`src/hw/rtl/ptx_pkg.sv`:
```
// ----------------------------------------------------------------------------
// ptx_pkg
// Shared widths, item kinds and types for the 4x4 point transform pipeline.
// ----------------------------------------------------------------------------
package ptx_pkg;

  // Fixed-point format of coefficients, points and results
  localparam int unsigned FRAC_BITS = 16;
  localparam int unsigned COEF_W    = 32;
  localparam int unsigned PROD_W    = 2 * COEF_W;
  localparam int unsigned PAIR_W    = PROD_W + 1;
  localparam int unsigned SUM_W     = PROD_W + 2;

  // Matrix geometry
  localparam int unsigned DIM       = 4;
  localparam int unsigned IDX_W     = 2;

  // Input stream packing (tdata, lowest bit first)
  localparam int unsigned IN_DATA_W  = 168;
  localparam int unsigned OUT_DATA_W = DIM * COEF_W;

  // Item kinds carried on tuser
  localparam logic KIND_LOAD  = 1'b0;
  localparam logic KIND_XFORM = 1'b1;

  // Identity diagonal value, 1.0 in fixed point
  localparam logic signed [COEF_W-1:0] ONE_Q = COEF_W'(1) << FRAC_BITS;

  // Saturation limits
  localparam logic signed [COEF_W-1:0] SAT_MAX = {1'b0, {(COEF_W-1){1'b1}}};
  localparam logic signed [COEF_W-1:0] SAT_MIN = {1'b1, {(COEF_W-1){1'b0}}};

  typedef logic signed [COEF_W-1:0] coef_t;
  typedef logic signed [PROD_W-1:0] prod_t;
  typedef logic signed [PAIR_W-1:0] pair_t;
  typedef logic signed [SUM_W-1:0]  sum_t;

endpackage

```
`src/hw/rtl/ptx_add_tree.sv`:
```
// ----------------------------------------------------------------------------
// ptx_add_tree
// Two registered adder levels reducing each row's four products to one sum.
// ----------------------------------------------------------------------------
module ptx_add_tree (
  input  logic           clk_i,
  input  logic           rst_ni,
  input  logic           in_valid_i,
  output logic           in_ready_o,
  input  ptx_pkg::prod_t prod_i [ptx_pkg::DIM*ptx_pkg::DIM],
  output logic           out_valid_o,
  input  logic           out_ready_i,
  output ptx_pkg::sum_t  sum_o  [ptx_pkg::DIM]
);

  ptx_pkg::pair_t pair_q [ptx_pkg::DIM*2];
  ptx_pkg::sum_t  sum_q  [ptx_pkg::DIM];
  logic           pair_valid_q;
  logic           sum_valid_q;
  logic           pair_ready;
  logic           sum_ready;

  assign sum_ready  = !sum_valid_q || out_ready_i;
  assign pair_ready = !pair_valid_q || sum_ready;
  assign in_ready_o = pair_ready;

  // Advance stage valids
  always_ff @(posedge clk_i or negedge rst_ni) begin
    if (!rst_ni) begin
      pair_valid_q <= 1'b0;
      sum_valid_q  <= 1'b0;
    end else begin
      if (pair_ready) begin
        pair_valid_q <= in_valid_i;
      end
      if (sum_ready) begin
        sum_valid_q <= pair_valid_q;
      end
    end
  end

  // First level: add neighboring products
  always_ff @(posedge clk_i) begin
    if (pair_ready && in_valid_i) begin
      for (int i = 0; i < ptx_pkg::DIM*2; i++) begin
        pair_q[i] <= ptx_pkg::PAIR_W'(prod_i[2*i]) + ptx_pkg::PAIR_W'(prod_i[2*i+1]);
      end
    end
  end

  // Second level: add the two pair sums of each row
  always_ff @(posedge clk_i) begin
    if (sum_ready && pair_valid_q) begin
      for (int r = 0; r < ptx_pkg::DIM; r++) begin
        sum_q[r] <= ptx_pkg::SUM_W'(pair_q[2*r]) + ptx_pkg::SUM_W'(pair_q[2*r+1]);
      end
    end
  end

  assign out_valid_o = sum_valid_q;
  assign sum_o       = sum_q;

`ifndef SYNTHESIS
  // A sum only appears from a pair stage that held data or by holding itself
  a_sum_origin: assert property (@(posedge clk_i) disable iff (!rst_ni)
    $rose(sum_valid_q) |-> $past(pair_valid_q))
    else $error("sum stage valid without pair stage data");

  // A stalled sum stage keeps its valid
  a_sum_hold: assert property (@(posedge clk_i) disable iff (!rst_ni)
    sum_valid_q && !out_ready_i |=> sum_valid_q)
    else $error("stalled sum stage dropped its item");
`endif

endmodule

```
`config.mk`:
```
export PLATFORM = sky130hd
export DESIGN_NAME = ptx_add_tree
export DESIGN_NICKNAME = d
export VERILOG_FILES = /design/src/hw/rtl/ptx_pkg.sv /design/src/hw/rtl/ptx_add_tree.sv
export SDC_FILE = /design/constraint.sdc
export NUM_CORES = 2
export LEC_CHECK = 0
export ABC_AREA = 1
export BUFFER_PORTS_ARGS = -buffer_cell sky130_fd_sc_hd__clkbuf_2
export CORE_AREA = 2 2 505 507
export DETAILED_ROUTE_END_ITERATION = 12
export DIE_AREA = 0 0 507 509
export GPL_TIMING_DRIVEN = 0
export PLACE_DENSITY_LB_ADDON = 0.3
export SLEW_MARGIN = 25
export SYNTH_ARGS = -nofsm -noshare
export SYNTH_HDL_FRONTEND = slang
export SYNTH_SLANG_ARGS = --single-unit
```
`constraint.sdc`:
```
create_clock -name clk_i -period 29.7 [get_ports clk_i]
set_input_delay 1.485 -clock clk_i [delete_from_list [all_inputs] [get_ports clk_i]]
set_output_delay 1.485 -clock clk_i [all_outputs]
set_load 0.05 [all_outputs]
```
==> Yosys cells after proc, flatten, opt, wreduce, memory -nomap -nowiden <==
Memories as Yosys holds them, arrays and structs flattened.
Index checks and enable logic that the tools add are counted.
{ "classes": {"addsub": 12, "muxes": 2, "n_reduce_logical": 6} }
{ "ops": {"columns": ["op", "n"], "rows": [
  ["$add A64 B64 Y65", 8],
  ["$add A65 B65 Y66", 4],
  ["$logic_and A1 B1 Y1", 2],
  ["$logic_not A1 Y1", 2],
  ["$logic_or A1 B1 Y1", 2],
  ["$mux W1", 2]
]} }
{ "totals": {"ff_bits": 266, "ramBits": 520, "input_bits": 1028, "out_inout_bits": 266, "elab_cells": 27, "mem_count": 1} }
{ "memory_table": {"columns": ["name", "words", "word_bits", "read_ports", "rd_clocked_by_memory_dff", "wr", "line", "source"], "rows": [
  ["pair_q", 8, 65, 8, 0, 8, "ptx_add_tree.sv:16", "ptx_pkg::pair_t pair_q [ptx_pkg::DIM*2];"]
]} }

==> Longest topological paths before layout <==
{ "logic_depth": {"depth_word": 6, "depth_mapped": 15, "ltp_nobuf": 15} }

==> Worst setup path after synthesis <==
No wires, ideal clock.
{ "synth_path": {"kind": "input to register", "from": "input out_ready_i", "to": "register sum_q (netlist bit sum_o[0]) (enable)", "setup_ps": 975, "arrival_time_ps": 14160, "t_required_ps": 28725, "path_slack_ps": 14565, "cell_stages": 2, "path_buffers": 0, "path_cell_list": "inv_1 > a21oi_1"} }
{ "synth_between": {"elab_chain_len": 2} }
{ "synth_rtl": {"columns": ["item", "line", "source"], "rows": [
  ["start: declaration", "ptx_add_tree.sv:12", "input logic out_ready_i,"],
  ["$logic_or A1 B1 Y1", "ptx_add_tree.sv:23", "assign sum_ready = !sum_valid_q || out_ready_i;"],
  ["$logic_and A1 B1 Y1", "ptx_add_tree.sv:53", "if (sum_ready && pair_valid_q) begin"],
  ["end signal: indexed assignment", "ptx_add_tree.sv:55", "sum_q[r] <= ptx_pkg::SUM_W'(pair_q[2*r]) + ptx_pkg::SUM_W'(pair_q[2*r+1]);"],
  ["end: declaration", "ptx_add_tree.sv:17", "ptx_pkg::sum_t sum_q [ptx_pkg::DIM];"]
]} }
Every way passes these cells.
A chain may end at the register's enable or synchronous reset.

==> impl_metrics.py <==
metrics = {
    "status": {
        "outcome": "completed",
    },
    "clock_network": {
        "cts_buffer_depth": 3,
        "cts.sinks": 786,
        "htreeDepth": 3,
        "cts-buffers-inserted": 94,
        "cts_resized": 0,
        "cts_tree": "built",
        "clk_pin_slew_worst_paths_ns": 0.07,
        "worstSkewPairLatency_ns": 0.75,
        "cts_root_buffer": "clkbuf_16",
        "cts_hold_buf": 0,
        "cts_setup_buffers": 0,
    },
    "cells_and_area": {
        "post-route-util": 0.408,
        "drive_gt1_frac": 0.0975,
        "final_common_cell": "nand2_1",
        "area_growth_pct": 16.2,
        "mostFrequentLayoutCells": "nand2_1, inv_1, nor2_1",
        "nets": 17900,
    },
    "route": {
        "antenna_left": 0,
        "first_iter_violations": 10000,
        "route.detailed.drc": 0,
        "drt_first_pass_iters": 8,
        "wirelength_mm": 436,
        "drt-wirelength-per-cell_um": 22.3,
        "via_per_inst": 5.05,
        "num_vias": 98700,
    },
    "pwr": {
        "combPwrFrac": 0.507,
        "power_frac_seq": 0.287,
        "swShare": 0.489,
        "clkPwrFrac": 0.206,
        "p_sw_w": 0.00282,
        "p_total_w": 0.00576,
        "p_leak_nw": 56.8,
        "peakVddDrop_mv": 0.0487,
        "power.internal_w": 0.00294,
        "powerDensity_mw_per_mm2": 55.9,
    },
    "global_routing": {
        "grt_pass1_vias": 92400,
        "antenna_found_initial": 41,
        "grt_use_total": 0.326,
        "overflow": 0,
        "grt_pass1_wl_mm": 614,
        "grt_max_degree": 96,
    },
    "placed_design": {
        "hpwlAfterDp_mm": 388,
        "pre_cts_ws_ns": 25.29,
        "place_congestion": 1.07,
        "port_buffers": 1293,
    },
    "worst_setup_path": {
        "timing.rr.end": "sum_o[221]$_DFFE_PP_",
        "path_cells": "clkbuf_2 > ha_1 > a21oi_1 > o21ai_0 > a21oi_1 > nand2_1 > nand2_1 > nand2_1 > nand2_1 > nand2_1 > nand2_1 > nand2_1",
        "setup.worst_path.end_class": "register",
        "critPathLaunch": "prod_i[265]",
        "r2r-start": "pair_q[0][70]$_DFFE_PP_",
        "reg2reg_depth": 10,
        "crit_type": "in -> reg",
        "critPathMaxFanout": 4,
        "setup.worst_path.end": "pair_q[1][127]$_DFFE_PP_",
        "critPathLaunchType": "input pin",
        "max_stage_delay_ns": 0.79,
        "rrSetupSlack_ns": 26.54,
        "cp.required_ns": 30.14,
        "worst_ep_arrival_time_ns": 4.35,
        "crit_path_frequent_cell": "nand2_1",
        "cp_slowest_cell": "a21oi_1",
    },
    "synth": {
        "synth-main-ff-cell": "edfxtp_1",
        "yosysSeqAreaShare": 0.266,
        "synth_edf_count": 784,
        "synth_area_mm2": 0.0886,
        "yosys_warnings": 0,
        "synth.ff_latch_count": 786,
        "synth_area_leaders": "edfxtp_1, nand2_1, inv_1",
        "avgSynthCellArea_um2": 6.05,
        "async_reset_ff_frac": 0.00254,
        "ys_types": 30,
        "synth_top_area_frac": 0.266,
        "synth_area_leader_cell": "edfxtp_1",
        "syn_inst": 14700,
        "synth_nets": 16500,
    },
    "sta": {
        "worst_pin_slew_ns": 1.13,
        "grt_setup_unrepaired": "false",
        "skew_ns": 0.0363,
        "max_freq_mhz": 256,
        "relSlewSlack": 0.244,
        "min_period_ns": 3.91,
        "fin_setup_tns_ns": 0,
        "timing.final.ws_setup_ns": 25.79,
        "hold_slack_ns": 0.502,
        "finalSetupViolations": 0,
        "fin_crit_sh": 0.132,
        "slew_violations": 0,
        "hold_viol_final": 0,
    },
    "die": {
        "io-pin-count": 1294,
        "initial_utilization": 0.351,
        "die_y_um": 509,
        "core.rowCount": 185,
        "coreArea_mm2": 0.253,
        "die-width_um": 507,
        "die_area_mm2": 0.258,
    },
    "worst_hold_path": {
        "min_path_type": "reg -> reg",
    },
    "run": {
        "drv_cap": 0,
    },
}
==> power groups by stage <==
stage	clock network (W)	registers (W)	logic [W]
finish	0.00119	0.00166	0.00292
global route	0.00124	0.00166	0.00314
CTS	0.00121	0.00165	0.00286
global placement	0	0.00175	0.00283
floorplan	0	0.00196	0.00146
detailed placement	0	0.00167	0.00285
==> synthesized netlist by cell type (25+ instances only) <==
cell type and instances:
a21oi_1 1001, xor2_1 388, nand2_1 5332, nand3_1 644, a21o_1 25, nor3_1 224
o21bai_1 64, nand2_2 66, nor4_1 29, nand4_1 72, nor2_1 1625, o21ai_0 538
edfxtp_1 784, ha_1 772, inv_1 3001
==> critical path, delay by kind of cell <==
kind                     cells  cell delay, ns
AO/OA/AOI/OAI                3            1.34
adder cells (fa/ha/maj)      1            0.54
AND/OR/NAND/NOR              7            0.88
buffers and inverters        1            0.08
==> cell families after synthesis <==
logic type,after synthesis,share of synthesized area
flops,786,0.266
buf+inv,3004,0.127
xor+xnor,392,0.0387
simple gates,8021,0.358
fa+ha+maj,784,0.112
compound gates,1668,0.0979
==> registers in the layout, summed over array words and instances (netlist names) <==
name	count
out_valid_o	1
sum_o	264
pair_valid_q	1
pair_q	520
==> metal layers <==
layer,wire [um],global-route usage,up-vias
met5,166,0,-
met4,27500,0.183,28
met3,35100,0.0576,782
met2,189000,0.515,4122
met1,184000,0.421,45200
li1,-,-,48600
==> through the flow <==
stage | area [um2] | instances
final | 103000 | 19500
after global routing | 103000 | 19500
after CTS | 103000 | 19500
after detailed placement | 99900 | 19300
after global placement | 99300 | 19300
after floorplan | 88600 | 14700
==> final cells by class <==
type / instances / area (um2)
fillers: 28400 / 150000
multi-input cells: 10900 / 53800
flip-flops and latches: 786 / 23600
inverters: 3004 / 11300
repair buffers: 1315 / 7060
well taps: 3366 / 4210
clock buffers: 102 / 2400
clock inverters: 68 / 633
diodes: 19 / 47.5
==> how the worst min path moves through the flow <==
stage / start / to / slack, ns / cells after the start
final: pair_valid_q$_DFFE_PN0N_ / out_valid_o$_DFFE_PN0P_ / 0.50 / 2
after global routing: rst_ni / out_valid_o$_DFFE_PN0P_ / 0.49 / 1
after CTS: rst_ni / out_valid_o$_DFFE_PN0P_ / 0.44 / 1
after detailed placement: pair_valid_q$_DFFE_PN0N_ / out_valid_o$_DFFE_PN0P_ / 0.49 / 2
after global placement: pair_valid_q$_DFFE_PN0N_ / out_valid_o$_DFFE_PN0P_ / 0.45 / 2
after floorplan: pair_valid_q$_DFFE_PN0N_ / out_valid_o$_DFFE_PN0P_ / 0.45 / 2
Note: power is estimated with default switching activity, not from simulation.
