## config.mk

```make
export PLATFORM = sky130hd
export DESIGN_NAME = ptx_sat_stage
export DESIGN_NICKNAME = d
export VERILOG_FILES = /design/src/hw/rtl/ptx_pkg.sv /design/src/hw/rtl/ptx_sat_stage.sv
export SDC_FILE = /design/constraint.sdc
export NUM_CORES = 1
export LEC_CHECK = 0
export ABC_CLOCK_PERIOD_IN_PS = 9900
export BUFFER_PORTS_ARGS = -buffer_cell sky130_fd_sc_hd__buf_2
export CORE_AREA = 8 8 149 151
export DETAILED_ROUTE_END_ITERATION = 8
export DIE_AREA = 0 0 157 159
export GPL_ROUTABILITY_DRIVEN = 0
export GPL_TIMING_DRIVEN = 0
export PLACE_DENSITY = 0.58
export SYNTH_ARGS = -nofsm -noshare
export SYNTH_HDL_FRONTEND = slang
export SYNTH_SLANG_ARGS = --single-unit
```

## constraint.sdc

```tcl
create_clock -name clk_i -period 9.9 [get_ports clk_i]
set_clock_uncertainty 0.15 [all_clocks]
set_input_delay 1.98 -clock clk_i [delete_from_list [all_inputs] [get_ports clk_i]]
set_output_delay 1.98 -clock clk_i [all_outputs]
set_load 0.01 [all_outputs]
```

## src/hw/rtl/ptx_pkg.sv

```systemverilog
// ----------------------------------------------------------------------------
// ptx_pkg
// Shared widths, item kinds and types for the 4x4 point transform pipeline.
// ----------------------------------------------------------------------------
package ptx_pkg;

  // Fixed-point format of coefficients, points and results
  localparam int unsigned FRAC_BITS = 16;
  localparam int unsigned COEF_W    = 32;
  localparam int unsigned PROD_W    = 2 * COEF_W;
  localparam int unsigned PAIR_W    = PROD_W + 1;
  localparam int unsigned SUM_W     = PROD_W + 2;

  // Matrix geometry
  localparam int unsigned DIM       = 4;
  localparam int unsigned IDX_W     = 2;

  // Input stream packing (tdata, lowest bit first)
  localparam int unsigned IN_DATA_W  = 168;
  localparam int unsigned OUT_DATA_W = DIM * COEF_W;

  // Item kinds carried on tuser
  localparam logic KIND_LOAD  = 1'b0;
  localparam logic KIND_XFORM = 1'b1;

  // Identity diagonal value, 1.0 in fixed point
  localparam logic signed [COEF_W-1:0] ONE_Q = COEF_W'(1) << FRAC_BITS;

  // Saturation limits
  localparam logic signed [COEF_W-1:0] SAT_MAX = {1'b0, {(COEF_W-1){1'b1}}};
  localparam logic signed [COEF_W-1:0] SAT_MIN = {1'b1, {(COEF_W-1){1'b0}}};

  typedef logic signed [COEF_W-1:0] coef_t;
  typedef logic signed [PROD_W-1:0] prod_t;
  typedef logic signed [PAIR_W-1:0] pair_t;
  typedef logic signed [SUM_W-1:0]  sum_t;

endpackage

```

## src/hw/rtl/ptx_sat_stage.sv

```systemverilog
// ----------------------------------------------------------------------------
// ptx_sat_stage
// Shift each row sum down by the fraction width, clamp to 32 bits and hold
// the result in the output register.
// ----------------------------------------------------------------------------
module ptx_sat_stage (
  input  logic           clk_i,
  input  logic           rst_ni,
  input  logic           in_valid_i,
  output logic           in_ready_o,
  input  ptx_pkg::sum_t  sum_i [ptx_pkg::DIM],
  output logic           out_valid_o,
  input  logic           out_ready_i,
  output ptx_pkg::coef_t res_o [ptx_pkg::DIM]
);

  localparam int unsigned HI_W = ptx_pkg::SUM_W - ptx_pkg::COEF_W + 1;

  ptx_pkg::sum_t  shifted [ptx_pkg::DIM];
  ptx_pkg::coef_t res_d   [ptx_pkg::DIM];
  ptx_pkg::coef_t res_q   [ptx_pkg::DIM];
  logic [HI_W-1:0] hi_bits [ptx_pkg::DIM];
  logic           valid_q;

  assign in_ready_o = !valid_q || out_ready_i;

  // Arithmetic shift, then clamp when the upper bits are not a sign run
  always_comb begin
    for (int r = 0; r < ptx_pkg::DIM; r++) begin
      shifted[r] = sum_i[r] >>> ptx_pkg::FRAC_BITS;
      hi_bits[r] = shifted[r][ptx_pkg::SUM_W-1:ptx_pkg::COEF_W-1];
      if ((&hi_bits[r]) || !(|hi_bits[r])) begin
        res_d[r] = shifted[r][ptx_pkg::COEF_W-1:0];
      end else if (sum_i[r][ptx_pkg::SUM_W-1]) begin
        res_d[r] = ptx_pkg::SAT_MIN;
      end else begin
        res_d[r] = ptx_pkg::SAT_MAX;
      end
    end
  end

  // Output valid
  always_ff @(posedge clk_i or negedge rst_ni) begin
    if (!rst_ni) begin
      valid_q <= 1'b0;
    end else if (in_ready_o) begin
      valid_q <= in_valid_i;
    end
  end

  // Output data register
  always_ff @(posedge clk_i) begin
    if (in_ready_o && in_valid_i) begin
      res_q <= res_d;
    end
  end

  assign out_valid_o = valid_q;
  assign res_o       = res_q;

endmodule

```

### After elaboration in Yosys (flattened, before gate mapping)

Cells that the tools add are included.

* register bits after elaboration: 129
* input bits: 268
* output and inout port bits: 130
* logic and storage cells: 32

* muxes and demuxes: 8
* reduce and logical (&&, ||, !) cells: 19

Operators with widths (number)
* $mux W32: 8
* $reduce_and A19 Y1: 4
* $reduce_or A19 Y1: 4
* $logic_not A1 Y1: 5
* $logic_or A1 B1 Y1: 5
* $logic_and A1 B1 Y1: 1

### Logic depth before layout (Yosys ltp)

Gate-level depths: netlist of the first run.

* depth after elaboration: 4
* mapped depth: 6
* depth with buffers taken out: 5

### Least setup slack after synthesis of the first run

No wires, ideal clock.

* kind: input-to-reg
* from: in out_ready_i
* to: reg res_q (netlist bit res_o[0]) (enable)
* setup time: 0.503 ns
* arrival time: 5.140 ns
* required time: 9.247 ns
* slack: 4.107 ns
* stages: 2
* buffers on the path: 0
* path through: nand2b_1 and2_1

* word-level cells in the longest chain between the ends: 2

Ends and longest elaborated chain
* start, declared: RTL line ptx_sat_stage.sv:13 `input logic out_ready_i,`
* $logic_or A1 B1 Y1: RTL line ptx_sat_stage.sv:25 `assign in_ready_o = !valid_q || out_ready_i;`
* $logic_and A1 B1 Y1: RTL line ptx_sat_stage.sv:53 `if (in_ready_o && in_valid_i) begin`
* end signal, assigned: RTL line ptx_sat_stage.sv:54 `res_q <= res_d;`
* end, declared: RTL line ptx_sat_stage.sv:21 `ptx_pkg::coef_t res_q [ptx_pkg::DIM];`

No other way between the ends.
A chain may end at the register's enable or synchronous reset.

### Worst setup path in the final report of the first run

* from: in out_ready_i
* to: out in_ready_o

* word-level cells in the longest chain between the ends: 1

Ends and longest elaborated chain
* $logic_or A1 B1 Y1: RTL line ptx_sat_stage.sv:25
* end, declared: RTL line ptx_sat_stage.sv:10 `output logic in_ready_o,`

No other way between the ends.

==> reports/qor_table.md, run 1 <==
| Metric | Value |
|:---|:---|
| Worst hold-check path type | reg -> reg |
| Layout overhead on the synthesized area | 46.4% |
| Final non-filler cell total | 982 |
| Chip width | 157 um |
| Max capacitance violation total | 0 |
| Number of I/O port buffers | 333 |
| Footprint of the multi-input gates | 1490 sq um |
| Most area-consuming cells after synthesis | edfxtp_1 68%, a21o_2 14%, a21o_1 4.1%, buf_6 3.6%, nand4_1 2.2% |
| Quantity of hold-fixing buffers added after cts | 0 |
| Clock tree from TritonCTS | built |
| Wirelength per Cell | 18.0 um |
| Post-cts resize count | 0 |
| Setup repair after global routing missed its margin | false |
| Sequential area share after synthesis | 68.8% |
| Initial cell density of the core | 28.3% |
| Total clock buffers created by CTS | 17 |
| Synth area leader | edfxtp_1 |
| Most common cell after layout, fill and taps aside | buf_2 |
| Mapped Area | 5620 sq um |
| Most numerous cell on the critical path | buf_2 |
| Placeable core area | 19800 sq um |
| Height of the chip | 159 um |
| Number of placed cells counting well taps | 949 |
| Global-route usage over all layers | 13.9% |
| CP max stage cell | nand2b_1 |
| Yosys top cell area share | 68.4% |
| Buffers inserted during post-CTS setup optimization | 0 |
| Aggregate negative setup slack | 0 ns |
| Synth cell types | 18 |
| Count of routing violations after the opening detailed-route iteration | 266 |
| Area taken by flip-flops and latches | 3870 sq um |
| Maximum level of the CTS H-tree | 4 |
| Required time of the critical path | 7.77 ns |
| Crit Path Class | in -> out |
| Worst Path Max Fanout | 3 |
| Leak pwr | 0.00383 uW |
| Final hold violation count | 0 |
| Clock edge transition at the registers on the reported setup and hold paths | 0.06 ns |
| Highest clock frequency the design can meet | 0.222 GHz |
| Data arrival time of the critical path | 2.38 ns |
| Leftover overflow at the end of global routing | 0 |
| Highest ir drop seen on vdd | 0.000104 V |
| Maximum number of pins on one net before global-route repair | 62 |
| Fin crit share | 45.5% |
| Number of rows in the core area | 52 |
| Hpwl dp | 14000 um |
| Kind of start point of the critical path | primary input |
| Count of vias placed by the detailed router | 4370 |
| Vias in the first global route | 4623 |
| Post-Syn Nets | 612 |
| Pwr Density | 167 nW/um^2 |
| Wirelength, routed | 17700 um |
| Die Outline Area | 25000 sq um |
| Wire length of the first global-routing pass | 26400 um |
| Initial antenna violation count | 1 |
| Cell chosen for the clock root | clkbuf_16 |
| Number of buffers on the longest clock path | 2 |
| Count of nets after finishing | 966 |
| Layout cell share with drive strength beyond 1 | 69.8% |
| Total placed instance area | 7680 sq um |
| Post-Syn Instances | 344 |
| Via count normalized by instance count | 4.45 |
| Final max-slew violation count | 0 |
| Number of filler instances in the final layout | 1883 |
| Slew at the pin closest to its max-slew limit | 0.639 ns |
| Yosys warning total | 0 |
| Final cell area excluding filler cells | 8230 sq um |
| Synth Register Bits | 129 |
| Syn avg cell area | 16.3 sq um |
| ANT nets after route | 0 |
| Number of setup violations in the final report | 0 |
| Slowest cell delay on critical path | 0.16 ns |
| First-pass iteration count of the detailed router | 4 |
| Nature of the critical path endpoint | output pin |
| Worst rel slew slack | 57.1% |
| Clock sink total | 129 |
| Crit-path cells | buf_2, nand2b_1, buf_2 |
| DRC viols | 0 |
| Final min period | 4.51 ns |
| Run status | finished clean |
| Boundary pin count | 398 |
| Insertion delay to the later sink of the worst-skew pair | 0.41 ns |
| Highest-count cells in the layout ignoring fill and taps | 339 x buf_2, 128 x edfxtp_1, 93 x a21o_2 |
[final cells by class]
class                   instances  share of cell area (%)
clock inverters                14                    1.28
well taps                     270                    4.11
flip-flops and latches        129                    47.0
repair buffers                335                    20.9
plain buffers                  28                    3.24
clock buffers                  18                    5.34
diodes                          1                  0.0304
multi-input cells             187                    18.1
[state kept, by name (all words and copies together), names as in the netlist]
signal	flops
res_o	128
out_valid_o	1
[per-layer routing]
metal  track usage (%)  vias to the layer above  routed length [um]
li1                  -                     2098                   -
met1              15.3                     2062                6820
met2              23.9                      201                8920
met3              6.32                        9                1840
met4              3.28                        0                 121
met5                 0                        -                   0
[critical path: cells and delay by family]
family	cells	cell delay [ns]
AND/OR/NAND/NOR	1	0.16
buffers and inverters	2	0.24
[path summary, 6_finish.rpt]
| path | from | end | slack [ns] | depth (start not counted) |
|---|---|---|---|---|
| setup reg to reg | out_valid_o | res_o[50] | 8.25 | 3 |
| min in group asynchronous | rst_ni | out_valid_o | 1.19 | 1 |
| max in group asynchronous | rst_ni | out_valid_o | 8.33 | 1 |
| hold / removal | out_valid_o | out_valid_o | 0.40 | 2 |
| hold reg to reg | out_valid_o | out_valid_o | 0.40 | 2 |
| setup / recovery | out_ready_i | in_ready_o | 5.39 | 3 |
[cell usage after synthesis]
library cell / number
nor4_2: 4
a311oi_1: 1
nand4_1: 20
a311oi_2: 3
nor2_1: 8
nor4_1: 16
edfxtp_1: 128
and3_1: 4
buf_6: 18
nand2b_1: 2
a21o_2: 93
a31o_2: 4
dfrtp_1: 1
a21o_1: 31
buf_2: 6
and2_1: 1
dlygate4sd3_1: 3
clkbuf_1: 1
[stage by stage]
step / utilization [%] / worst slack, ns / total power, uW / hold WS, ns
3_3_place_gp: 38.4 / 2.67 / 811 / 0.357
4_1_cts: 41.5 / 5.39 / 1390 / 0.414
5_1_grt: 41.5 / 5.35 / 1430 / 0.462
6_report: 41.5 / 5.39 / 1370 / 0.400
3_5_place_dp: 38.7 / 5.39 / 811 / 0.395
2_1_floorplan: - / 4.11 / 722 / 0.472
[cells by family after synthesis]
logic type      count (synthesis)  synth area share (%)
compound gates                132                  20.2
buf+inv                        28                  4.74
flops                         129                  68.8
simple gates                   55                  6.21
[report_power, final]
part           switching (uW)  internal (uW)
clock                     244            329
combinational            78.3           75.2
sequential               6.53            637
Power figures use the tool's default switching activity.
==> inputs of run 2 (changes only) <==
ABC_AREA = 1   (was not set)
ABC_CLOCK_PERIOD_IN_PS = 3650   (was 9900)
PLACE_DENSITY = 0.61   (was 0.58)
clock period = 3.65 ns   (was 9.9 ns; I/O delays follow)
==> run 2 against run 1 <==
Sequential power rose to 2.7 times the previous value. Final area rose by 1.7%. Critical path depth rose by 2. Worst setup slack got worse by 3.8 ns. Critical endpoint is now res_o[125]. Largest cell class unchanged.
==> reports/qor_table.md, run 2 <==
| Metric | Value |
|:---|:---|
| Yosys warning total | 0 |
| Leak pwr | 0.00379 uW |
| Die Outline Area | 25000 sq um |
| Aggregate negative setup slack | 0 ns |
| Insertion delay to the later sink of the worst-skew pair | 0.40 ns |
| Height of the chip | 159 um |
| WHS Path Cells | 3 |
| Worst rel slew slack | 47.9% |
| Synth Register Bits | 129 |
| Wirelength, routed | 18400 um |
| Cell count of the worst reg-to-reg path | 3 |
| Total clock buffers created by CTS | 17 |
| Number of setup violations in the final report | 0 |
| Highest-count cells in the layout ignoring fill and taps | 336 x buf_2, 291 x nand2_1, 128 x edfxtp_1 |
| Leftover overflow at the end of global routing | 0 |
| Wirelength per Cell | 15.5 um |
| Boundary pin count | 398 |
| Post-cts resize count | 0 |
| Number of rows in the core area | 52 |
| Worst Path Max Fanout | 29 |
| Final min period | 2.08 ns |
| Clock tree from TritonCTS | built |
| Count of vias placed by the detailed router | 4879 |
| Vias in the first global route | 5061 |
| Quantity of hold-fixing buffers added after cts | 1 |
| First-pass iteration count of the detailed router | 5 |
| Worst hold-check path type | in -> reg |
| Clock sink total | 129 |
| Most frequently used flop master after synthesis | edfxtp_1 |
| Syn avg cell area | 10.5 sq um |
| Count of routing violations after the opening detailed-route iteration | 255 |
| Most common cell after layout, fill and taps aside | buf_2 |
| Pwr Density | 463 nW/um^2 |
| Fraction of synthesis flops using an asynchronous set or reset pin | 0.775% |
| Crit Path Class | in -> reg |
| Number of buffers on the longest clock path | 2 |
| Post-Syn Nets | 809 |
| Yosys top cell area share | 68.0% |
| Cell chosen for the clock root | clkbuf_16 |
| Wire length of the first global-routing pass | 27400 um |
| DRC viols | 0 |
| Run status | finished clean |
| Critical register-to-register path endpoint | res_o[125] |
| Largest register FFs | 128 |
| Sequential area share after synthesis | 68.4% |
| Most numerous cell in the Yosys netlist | nand2_1 |
| Highest clock frequency the design can meet | 0.482 GHz |
| Final hold violation count | 0 |
| Kind of start point of the critical path | primary input |
| Via count normalized by instance count | 4.12 |
| Highest ir drop seen on vdd | 0.000284 V |
| Clock edge transition at the registers on the reported setup and hold paths | 0.06 ns |
| Count of nets after finishing | 1166 |
| Most area-consuming cells after synthesis | edfxtp_1 68%, nand2_1 19%, nor2_1 3.7%, buf_6 3.0%, nand4_1 0.89% |
| Setup repair after global routing missed its margin | false |
| Register-to-register setup slack | 1.60 ns |
| Hold Path End | out_valid_o |
| Final non-filler cell total | 1183 |
| Fin crit share | 56.9% |
| Total power after layout | 3880 uW |
| Max capacitance violation total | 0 |
| Number of I/O port buffers | 333 |
| Maximum level of the CTS H-tree | 4 |
| Slew at the pin closest to its max-slew limit | 0.780 ns |
| Ranking of synthesized cells by instance count | 291 x nand2_1, 128 x edfxtp_1, 56 x nor2_1, 15 x buf_6, 8 x nand4_1 |
| Layout overhead on the synthesized area | 48.0% |
| Synth cell types | 18 |
| Footprint of the multi-input gates | 1520 sq um |
| Initial cell density of the core | 28.5% |
| Area taken by flip-flops and latches | 3870 sq um |
| Nature of the critical path endpoint | flip-flop |
| Number of filler instances in the final layout | 1920 |
| Critical R2R Launch | out_valid_o |
| Required time of the critical path | 3.60 ns |
| Layout cell share with drive strength beyond 1 | 43.9% |
| Chip width | 157 um |
| Initial antenna violation count | 7 |
| ANT nets after route | 0 |
| Synth area leader | edfxtp_1 |
| Number of enable flip-flop cells after synthesis | 128 |
| Mapped Area | 5650 sq um |
| Global-route usage over all layers | 14.3% |
| Post-Syn Instances | 541 |
| Data arrival time of the critical path | 2.03 ns |
| Startpoint of the lowest-slack hold path | in_valid_i |
| Buffers inserted during post-CTS setup optimization | 0 |
| Maximum number of pins on one net before global-route repair | 30 |
| Hpwl dp | 14700 um |
| Placeable core area | 19800 sq um |
| Number of placed cells counting well taps | 1148 |
| Final max-slew violation count | 0 |
==> run 2: cell count changes after synthesis, moves of 12 or more <==
cell     previous run  this run
nand4_1            20         8
a21o_1             31         0
nor4_1             16         0
nand2_1             0       291
nor2_1              8        56
a21o_2             93         0
==> run 2: cell families after synthesis <==
group	Yosys count	synth area share, %
compound gates	1	0.0884
buf+inv	34	4.93
flops	129	68.4
simple gates	377	26.6
==> run 2: cell type report <==
type	instances	area share (%)
antenna	2	0.0598
buffer	28	3.06
clock buffer	20	5.34
clock inverter	12	1.88
inverter	6	0.269
multi-input combinational	378	18.1
sequential	129	46.2
tap	270	4.04
timing repair buffer	338	21.0
==> run 2: worst max-delay path by stage <==
stage,startpoint,end,slack [ns],cells past startpoint
5_1_grt,out_valid_o,res_o[121],1.45,3
3_5_place_dp,out_ready_i,res_o[42],1.11,5
2_1_floorplan,out_ready_i,res_o[0],0.12,2
4_1_cts,out_valid_o,res_o[125],1.54,3
6_report,out_ready_i,res_o[125],1.57,5
3_3_place_gp,out_ready_i,res_o[42],-0.97,3
==> run 2: stage by stage <==
step / hold WS (ns) / util [%] / area, sq um / setup slack [ns]
floorplan: 0.284 / - / 5670 / 0.119
global placement: 0.356 / 38.7 / 7670 / -0.973
detailed placement: 0.357 / 39.1 / 7750 / 1.11
CTS: 0.386 / 42.2 / 8360 / 1.54
global route: 0.406 / 42.2 / 8370 / 1.45
finish: 0.410 / 42.2 / 8370 / 1.57
==> run 2: where the power goes <==
part	total (uW)	switching (uW)	internal (uW)
registers	1750	17.7	1730
clock network	1740	643	1100
logic	393	216	177
total	3880	876	3000
==> run 2: metal layers <==
metal | GRT usage (%) | wire length [um] | vias up
li1 | - | - | 2490
met4 | 3.89 | 216 | 10
met2 | 25.6 | 9260 | 199
met5 | 0 | 60 | -
met1 | 14.4 | 6690 | 2159
met3 | 7.11 | 2150 | 21
==> run 2: critical path: stages <==
cell     delay (ns)
buf_2          0.07
inv_1          0.06
a21oi_4        0.63
buf_12         0.28
buf_12         0.22
